<file path="config.mk">
export PLATFORM = sky130hd
export DESIGN_NAME = nearest_prototype_classifier
export DESIGN_NICKNAME = d
export VERILOG_FILES = /design/src/rtl/core/npc_pkg.sv /design/src/rtl/core/npc_cell.sv /design/src/rtl/core/nearest_prototype_classifier.sv
export SDC_FILE = /design/constraint.sdc
export NUM_CORES = 1
export LEC_CHECK = 0
export BUFFER_PORTS_ARGS = -buffer_cell sky130_fd_sc_hd__buf_4
export CAP_MARGIN = 25
export CORE_UTILIZATION = 55
export DETAILED_ROUTE_END_ITERATION = 10
export GPL_TIMING_DRIVEN = 1
export PLACE_DENSITY = 0.7
export SLEW_MARGIN = 20
export SYNTH_ARGS = -nofsm -noshare
export SYNTH_HDL_FRONTEND = slang
export SYNTH_HIERARCHICAL = 1
export SYNTH_SLANG_ARGS = --single-unit
</file>
<file path="constraint.sdc">
create_clock -name clock -period 5.3 [get_ports clock]
set_clock_uncertainty 0.2 [all_clocks]
set_input_delay 1.06 -clock clock [delete_from_list [all_inputs] [get_ports clock]]
set_output_delay 1.06 -clock clock [all_outputs]
set_load 0.01 [all_outputs]
</file>
<file path="src/rtl/core/npc_pkg.sv">
// ----------------------------------------------------------------------------
// npc_pkg
// Shared codes, field widths and parameter defaults of the nearest
// prototype classifier.
// ----------------------------------------------------------------------------
`default_nettype none

package npc_pkg;

   // Field widths of the request and response items
   localparam int CMD_W          = 2;
   localparam int SAMPLE_FIELD_W = 12;
   localparam int MAT_FIELD_W    = 2;
   localparam int STATUS_W       = 2;

   // Widest stored sample; incoming samples are zero-extended to this first
   localparam int SAMPLE_EXT_W   = 16;

   // Stream data widths, padded to whole bytes
   localparam int REQ_TDATA_W    = 16;
   localparam int RSP_TDATA_W    = 8;

   // Parameter defaults
   localparam int DEF_MAX_MATERIALS = 4;
   localparam int DEF_SAMPLE_BITS   = 12;

   // Request commands; code 3 is unused and ignored
   typedef enum logic [CMD_W-1:0] {
      CMD_CLASSIFY = 2'd0,
      CMD_LEARN    = 2'd1,
      CMD_CLEAR    = 2'd2
   } cmd_type;

   // Response status codes
   typedef enum logic [STATUS_W-1:0] {
      ST_OK    = 2'd0,
      ST_FULL  = 2'd1,
      ST_EMPTY = 2'd2
   } status_type;

endpackage

`default_nettype wire

</file>
<file path="src/rtl/core/npc_cell.sv">
// ----------------------------------------------------------------------------
// npc_cell
// One link of the prototype chain: stores one learned sample and passes the
// running nearest match of a classify search on to the next cell.
// ----------------------------------------------------------------------------
`default_nettype none

module npc_cell #(
   parameter int INDEX       = 0,
   parameter int SAMPLE_BITS = 12,
   parameter int IDX_W       = 2,
   parameter int CNT_W       = 3
) (
   input  wire logic                   clock,
   input  wire logic                   reset,
   // learn write into this cell
   input  wire logic                   wr_en,
   input  wire logic [SAMPLE_BITS-1:0] wr_data,
   // number of learned entries
   input  wire logic [CNT_W-1:0]       count,
   // search token from the previous cell
   input  wire logic                   in_valid,
   input  wire logic [SAMPLE_BITS-1:0] in_sample,
   input  wire logic [SAMPLE_BITS-1:0] in_dist,
   input  wire logic [IDX_W-1:0]       in_idx,
   // search token to the next cell
   output logic                        out_valid,
   output logic [SAMPLE_BITS-1:0]      out_sample,
   output logic [SAMPLE_BITS-1:0]      out_dist,
   output logic [IDX_W-1:0]            out_idx
);

   logic [SAMPLE_BITS-1:0] proto_ff;
   logic [SAMPLE_BITS-1:0] diff;
   logic                   active;
   logic                   take;

   logic                   valid_ff;
   logic [SAMPLE_BITS-1:0] sample_ff;
   logic [SAMPLE_BITS-1:0] dist_ff, dist_in;
   logic [IDX_W-1:0]       idx_ff, idx_in;

   // Store the learned sample
   always_ff @(posedge clock) begin
      if (wr_en) begin
         proto_ff <= wr_data;
      end
   end

   // Distance to this prototype; the first cell always takes the lead,
   // later cells only on a strictly smaller distance so ties keep the lower index
   always_comb begin
      diff   = (in_sample >= proto_ff) ? (in_sample - proto_ff) : (proto_ff - in_sample);
      active = (CNT_W'(INDEX) < count);
      take   = active && ((INDEX == 0) || (diff < in_dist));
      dist_in = take ? diff : in_dist;
      idx_in  = take ? IDX_W'(INDEX) : in_idx;
   end

   // Advance the token
   always_ff @(posedge clock) begin
      if (reset) begin
         valid_ff <= 1'b0;
      end else begin
         valid_ff <= in_valid;
      end
   end

   always_ff @(posedge clock) begin
      sample_ff <= in_sample;
      dist_ff   <= dist_in;
      idx_ff    <= idx_in;
   end

   assign out_valid  = valid_ff;
   assign out_sample = sample_ff;
   assign out_dist   = dist_ff;
   assign out_idx    = idx_ff;

   // The best match leaving this cell never points past it
   a_idx_bound: assert property (@(posedge clock) disable iff (reset)
      valid_ff |-> (idx_ff <= IDX_W'(INDEX)))
      else $error("npc_cell: best index beyond cell position");

   // A search token only runs while something is learned
   a_token_learned: assert property (@(posedge clock) disable iff (reset)
      valid_ff |-> (count != '0))
      else $error("npc_cell: search token with an empty table");

   // A cell past the learned count hands the token on unchanged
   a_pass_through: assert property (@(posedge clock) disable iff (reset)
      (valid_ff && (count <= CNT_W'(INDEX))) |->
         ((idx_ff == $past(in_idx)) && (dist_ff == $past(in_dist))))
      else $error("npc_cell: unused cell changed the best match");

endmodule

`default_nettype wire

</file>
<file path="src/rtl/core/nearest_prototype_classifier.sv">
// ----------------------------------------------------------------------------
// nearest_prototype_classifier
// Learns up to MAX_MATERIALS sensor readings and reports the index of the
// stored reading nearest to a sample.
// ----------------------------------------------------------------------------
// One request is handled at a time and every request gives one response.
// Learn, clear and unused commands pass from idle straight to the done state;
// a classify first walks a search token down the row of prototype cells at
// one cell per clock. The response sits in an output register, so the next
// request is taken while it waits for rsp_tready.
// Learning into a full table returns status 1 and index 0; classifying with
// nothing learned returns status 2 and index 0. Ties go to the lower index.
// ----------------------------------------------------------------------------
`default_nettype none

module nearest_prototype_classifier
#(
   parameter int MAX_MATERIALS = npc_pkg::DEF_MAX_MATERIALS,
   parameter int SAMPLE_BITS   = npc_pkg::DEF_SAMPLE_BITS
) (
   input  wire logic                             clock,
   input  wire logic                             reset,
   // request: [1:0] cmd, [13:2] sample, [15:14] zero
   input  wire logic                             req_tvalid,
   output logic                                  req_tready,
   input  wire logic [npc_pkg::REQ_TDATA_W-1:0]  req_tdata,
   // response: [1:0] material_index, [3:2] status, [7:4] zero
   output logic                                  rsp_tvalid,
   input  wire logic                             rsp_tready,
   output logic [npc_pkg::RSP_TDATA_W-1:0]       rsp_tdata
);

   import npc_pkg::*;

   localparam int IDX_W = $clog2(MAX_MATERIALS);
   localparam int CNT_W = $clog2(MAX_MATERIALS + 1);

   typedef enum logic [1:0] {
      S_IDLE,
      S_SEARCH,
      S_DONE
   } state_type;

   state_type              state_ff, state_in;
   logic [CNT_W-1:0]       count_ff, count_in;
   logic [IDX_W-1:0]       res_idx_ff, res_idx_in;
   status_type             res_status_ff, res_status_in;
   logic                   rsp_valid_ff, rsp_valid_in;
   logic [IDX_W-1:0]       rsp_idx_ff, rsp_idx_in;
   status_type             rsp_status_ff, rsp_status_in;

   logic                   req_accept;
   cmd_type                req_cmd;
   logic [SAMPLE_FIELD_W-1:0] req_sample;
   logic [SAMPLE_EXT_W-1:0]   sample_ext;
   logic [SAMPLE_BITS-1:0]    sample;
   logic                   learn_go;
   logic [IDX_W+MAT_FIELD_W-1:0] idx_ext;

   // search chain, position i feeds cell i
   logic [MAX_MATERIALS:0] tok_valid;
   logic [SAMPLE_BITS-1:0] tok_sample [MAX_MATERIALS+1];
   logic [SAMPLE_BITS-1:0] tok_dist   [MAX_MATERIALS+1];
   logic [IDX_W-1:0]       tok_idx    [MAX_MATERIALS+1];

   // Unpack the request
   assign req_cmd    = cmd_type'(req_tdata[CMD_W-1:0]);
   assign req_sample = req_tdata[CMD_W +: SAMPLE_FIELD_W];
   assign sample_ext = SAMPLE_EXT_W'(req_sample);
   assign sample     = sample_ext[SAMPLE_BITS-1:0];

   assign req_tready = (state_ff == S_IDLE);
   assign req_accept = req_tvalid && req_tready;
   assign learn_go   = req_accept && (req_cmd == CMD_LEARN) &&
                       (count_ff < CNT_W'(MAX_MATERIALS));

   // Inject a search token into the first cell
   assign tok_valid[0]  = req_accept && (req_cmd == CMD_CLASSIFY) && (count_ff != '0);
   assign tok_sample[0] = sample;
   assign tok_dist[0]   = '0;
   assign tok_idx[0]    = '0;

   // Row of prototype cells
   for (genvar i = 0; i < MAX_MATERIALS; i++) begin : g_cell
      npc_cell #(
         .INDEX       (i),
         .SAMPLE_BITS (SAMPLE_BITS),
         .IDX_W       (IDX_W),
         .CNT_W       (CNT_W)
      ) u_cell (
         .clock      (clock),
         .reset      (reset),
         .wr_en      (learn_go && (count_ff == CNT_W'(i))),
         .wr_data    (sample),
         .count      (count_ff),
         .in_valid   (tok_valid[i]),
         .in_sample  (tok_sample[i]),
         .in_dist    (tok_dist[i]),
         .in_idx     (tok_idx[i]),
         .out_valid  (tok_valid[i+1]),
         .out_sample (tok_sample[i+1]),
         .out_dist   (tok_dist[i+1]),
         .out_idx    (tok_idx[i+1])
      );
   end

   // Sequence one request, then hand its result to the output register
   always_comb begin
      state_in      = state_ff;
      count_in      = count_ff;
      res_idx_in    = res_idx_ff;
      res_status_in = res_status_ff;
      rsp_valid_in  = rsp_valid_ff && !rsp_tready;
      rsp_idx_in    = rsp_idx_ff;
      rsp_status_in = rsp_status_ff;

      case (state_ff)
         S_IDLE: begin
            if (req_accept) begin
               res_idx_in    = '0;
               res_status_in = ST_OK;
               state_in      = S_DONE;
               case (req_cmd)
                  CMD_CLASSIFY: begin
                     if (count_ff == '0) begin
                        res_status_in = ST_EMPTY;
                     end else begin
                        state_in = S_SEARCH;
                     end
                  end
                  CMD_LEARN: begin
                     if (learn_go) begin
                        res_idx_in = count_ff[IDX_W-1:0];
                        count_in   = count_ff + CNT_W'(1);
                     end else begin
                        res_status_in = ST_FULL;
                     end
                  end
                  CMD_CLEAR: begin
                     count_in = '0;
                  end
                  default: begin
                     res_status_in = ST_OK;
                  end
               endcase
            end
         end
         S_SEARCH: begin
            if (tok_valid[MAX_MATERIALS]) begin
               res_idx_in    = tok_idx[MAX_MATERIALS];
               res_status_in = ST_OK;
               state_in      = S_DONE;
            end
         end
         S_DONE: begin
            if (!rsp_valid_ff || rsp_tready) begin
               rsp_valid_in  = 1'b1;
               rsp_idx_in    = res_idx_ff;
               rsp_status_in = res_status_ff;
               state_in      = S_IDLE;
            end
         end
         default: begin
            state_in = S_IDLE;
         end
      endcase
   end

   always_ff @(posedge clock) begin
      if (reset) begin
         state_ff     <= S_IDLE;
         count_ff     <= '0;
         rsp_valid_ff <= 1'b0;
      end else begin
         state_ff     <= state_in;
         count_ff     <= count_in;
         rsp_valid_ff <= rsp_valid_in;
      end
      res_idx_ff    <= res_idx_in;
      res_status_ff <= res_status_in;
      rsp_idx_ff    <= rsp_idx_in;
      rsp_status_ff <= rsp_status_in;
   end

   // Pack the response
   assign idx_ext    = (IDX_W + MAT_FIELD_W)'(rsp_idx_ff);
   assign rsp_tvalid = rsp_valid_ff;
   assign rsp_tdata  = {{(RSP_TDATA_W - MAT_FIELD_W - STATUS_W){1'b0}},
                        rsp_status_ff, idx_ext[MAT_FIELD_W-1:0]};

   // At most one search token is in the chain
   a_one_token: assert property (@(posedge clock) disable iff (reset)
      $countones(tok_valid[MAX_MATERIALS:1]) <= 1)
      else $error("npc: more than one search token in flight");

   // A new request never meets a token still in the chain
   a_chain_idle: assert property (@(posedge clock) disable iff (reset)
      req_accept |-> (tok_valid[MAX_MATERIALS:1] == '0))
      else $error("npc: request taken during a search");

   // The learned count stays within the table
   a_count_bound: assert property (@(posedge clock) disable iff (reset)
      count_ff <= CNT_W'(MAX_MATERIALS))
      else $error("npc: learned count beyond table depth");

   // A dropped learn reports index zero
   a_full_idx: assert property (@(posedge clock) disable iff (reset)
      (rsp_valid_ff && (rsp_status_ff == ST_FULL)) |-> (rsp_idx_ff == '0))
      else $error("npc: full-table response with nonzero index");

endmodule

`default_nettype wire
</file>
==> metrics.md <==
| Metric | Value |
|---|---|
| Max-Cap Viols | 0 |
| Post-DP HPWL | 16.76 mm |
| IO Port Bufs | 23 |
| Final Max Tran Viols | 0 |
| Cts hold-fix bufs | 0 |
| Initial DRC Count | 551 |
| Synthesis-to-layout area growth | 8.258% |
| Diodes inserted | 0 |
| Hold Path Class | reg -> reg |
| Placement Rows | 48 |
| Headroom to the max-slew limit | 40.33% |
| CTS-repair resized insts | 0 |
| Fin Setup TNS | 0 ns |
| Sequential power share | 42.7% |
| H-tree levels | 4 |
| Hold EP | g_cell[2].u_cell/out_sample[11] |
| Final hold vios | 0 |
| Die H | 136.5 um |
| CTS Buf Count | 17 |
| Mapped Cells | 1047 |
| Nets | 1227 |
| R2R setup slack | 0.50 ns |
| RSZ-0062 raised after global routing | false |
| Gr ovfl total | 0 |
| Fillers | 1523 |
| Comb pwr share | 17.9% |
| Syn avg cell area | 9.508 um^2 |
| Tot GR Track Use | 24.54% |
| Placed cell area | 10200 um^2 |
| RR Startpoint | g_cell[0].u_cell/out_sample[0] |
| CP Max Fanout | 15 |
| Die ar. | 18640 um^2 |
| Leak | 4.988 nW |
| Min Tclk post-route | 4.796 ns |
| Sw power | 0.8336 mW |
| Drt via density | 5.554 |
| Layout cell share with drive strength beyond 1 | 11.55% |
| Crit. End Element | register |
| CORE AREA | 17480 um^2 |
| Initial Utilization | 56.96% |
| Gp weighted congestion | 0.8934 |
| Worst slew pin tran | 0.8951 ns |
| Setup bufs post-CTS | 0 |
| WHS Path Cells | 0 |
| Overall routed net length | 21.28 mm |
| Internal power | 2.105 mW |
| IO Count | 30 |
| Max clock buf depth | 2 |
| Vias in the first global route | 7247 |
| DIE WIDTH | 136.5 um |
| # setup viols final | 0 |
| Outcome | completed |
| Period utilization | 90.49% |
| CTS tree | done |
| Reg area | 3483 um^2 |
| WL/cell | 16.28 um |
| Area of the multi-input gates | 5670 um^2 |
| Reg clk slew, reported paths | 0.07 ns |
| Worst hold start | g_cell[1].u_cell/out_sample[11] |
| DR pass1 iterations | 5 |
| Most common cell after layout, fill and taps aside | inv_1 |
| CP Class | reg -> reg |
| Antenna violations before repair | 0 |
| Clock power frac | 39.4% |
| Remaining DRCs | 0 |
| Clk Latency, worst-skew pair | 0.43 ns |
| PwrDens | 272.7 nW/um^2 |
| Arr. time, crit path | 4.90 ns |
| Ys Warns | 6 |
| Sw Share | 28.37% |
| First-pass GRT wire length | 34.93 mm |
| Synthesized area | 9955 um^2 |
| WP data required | 5.41 ns |
| CP Launch Type | register |
| Root Buffer | clkbuf_16 |
| Vias | 7259 |
| Largest net degree at the start of global routing | 29 |
| Reg2Reg Capture Point | g_cell[1].u_cell/out_dist[6] |
| VDD IR max | 0.1945 mV |
| Final ANT Viol Nets | 0 |
| Most frequent cells in the layout | inv_1, ha_1, dfxtp_1, a21oi_1, edfxtp_1 |
| Fmax | 0.2085 GHz |
| Final Instance Area | 10780 um^2 |
| Clock sinks | 146 |
| Total Power | 2.939 mW |
| Reg2Reg Depth | 18 |
==> flip-flops by register name, indices dropped and copies added (netlist names) <==
| name | cells |
|---|---|
| count_ff | 3 |
| g_cell.u_cell/out_dist | 36 |
| g_cell.u_cell/out_idx | 8 |
| g_cell.u_cell/out_sample | 36 |
| g_cell.u_cell/out_valid | 4 |
| g_cell.u_cell/proto_ff | 48 |
| res_idx_ff | 2 |
| res_status_ff | 2 |
| rsp_idx_ff | 2 |
| rsp_status_ff | 2 |
| rsp_tvalid | 1 |
| state_ff | 2 |
==> per-layer routing <==
| layer | GRT usage [%] | up-vias | routed length, um |
|---|---|---|---|
| met2 | 42.19 | 149 | 10450 |
| met1 | 30.56 | 3404 | 9663 |
| met4 | 9.321 | 0 | 456 |
| met5 | 0 | - | 0 |
| met3 | 4.296 | 38 | 716 |
| li1 | - | 3668 | - |
==> how the worst max path moves through the flow <==
stage | startpoint | cells after the start | end | slack [ns]
floorplan | g_cell[0].u_cell/out_sample[0] | 18 | g_cell[1].u_cell/out_dist[10] | 1.17
global placement | g_cell[0].u_cell/out_sample[0] | 18 | g_cell[1].u_cell/out_dist[6] | 0.62
detailed placement | g_cell[0].u_cell/out_sample[0] | 18 | g_cell[1].u_cell/out_dist[6] | 0.55
CTS | g_cell[0].u_cell/out_sample[0] | 18 | g_cell[1].u_cell/out_dist[6] | 0.52
global route | g_cell[0].u_cell/out_sample[0] | 18 | g_cell[1].u_cell/out_dist[6] | 0.28
finish | g_cell[0].u_cell/out_sample[0] | 18 | g_cell[1].u_cell/out_dist[6] | 0.50
==> per-stage QoR <==
| step | utilization, % | hold slack (ns) | cells | worst slack (ns) |
|---|---|---|---|---|
| 6_report | 61.66 | 0.1755 | 1307 | 0.5038 |
| 5_1_grt | 61.66 | 0.1757 | 1307 | 0.2812 |
| 4_1_cts | 61.66 | 0.1743 | 1307 | 0.5160 |
| 3_5_place_dp | 58.39 | 0.1653 | 1275 | 0.5455 |
| 3_3_place_gp | 58.39 | 0.1601 | 1275 | 0.6213 |
| 2_1_floorplan | - | 0.1368 | 1064 | 1.168 |
==> critical path: stages (launching register included) <==
cell	delay, ns
dfxtp_1	0.33
inv_1	0.06
ha_1	0.16
inv_1	0.06
fa_1	0.41
a21o_2	0.21
a21oi_1	0.25
a2111o_1	0.30
nand2_4	0.17
mux2i_1	0.24
xnor2_1	0.17
ha_1	0.28
a211o_1	0.29
a31oi_1	0.17
nor3_1	0.09
a2111oi_1	0.56
o21ai_1	0.18
buf_4	0.25
mux2_2	0.30
==> final cells by class <==
cell class | instances | area share (%)
clock inverters | 15 | 1.358
flip-flops and latches | 146 | 32.32
multi-input cells | 727 | 52.62
well taps | 225 | 2.612
repair buffers | 28 | 1.951
clock buffers | 17 | 3.948
inverters | 149 | 5.190
==> power groups by stage <==
stage | clock network, mW | logic (mW) | registers [mW]
after CTS | 1.18 | 0.524 | 1.26
after global placement | 0 | 0.507 | 1.28
after detailed placement | 0 | 0.518 | 1.28
final | 1.16 | 0.525 | 1.26
after global routing | 1.23 | 0.592 | 1.26
after floorplan | 0 | 0.404 | 1.27
Note: power is estimated with default switching activity, not from simulation.
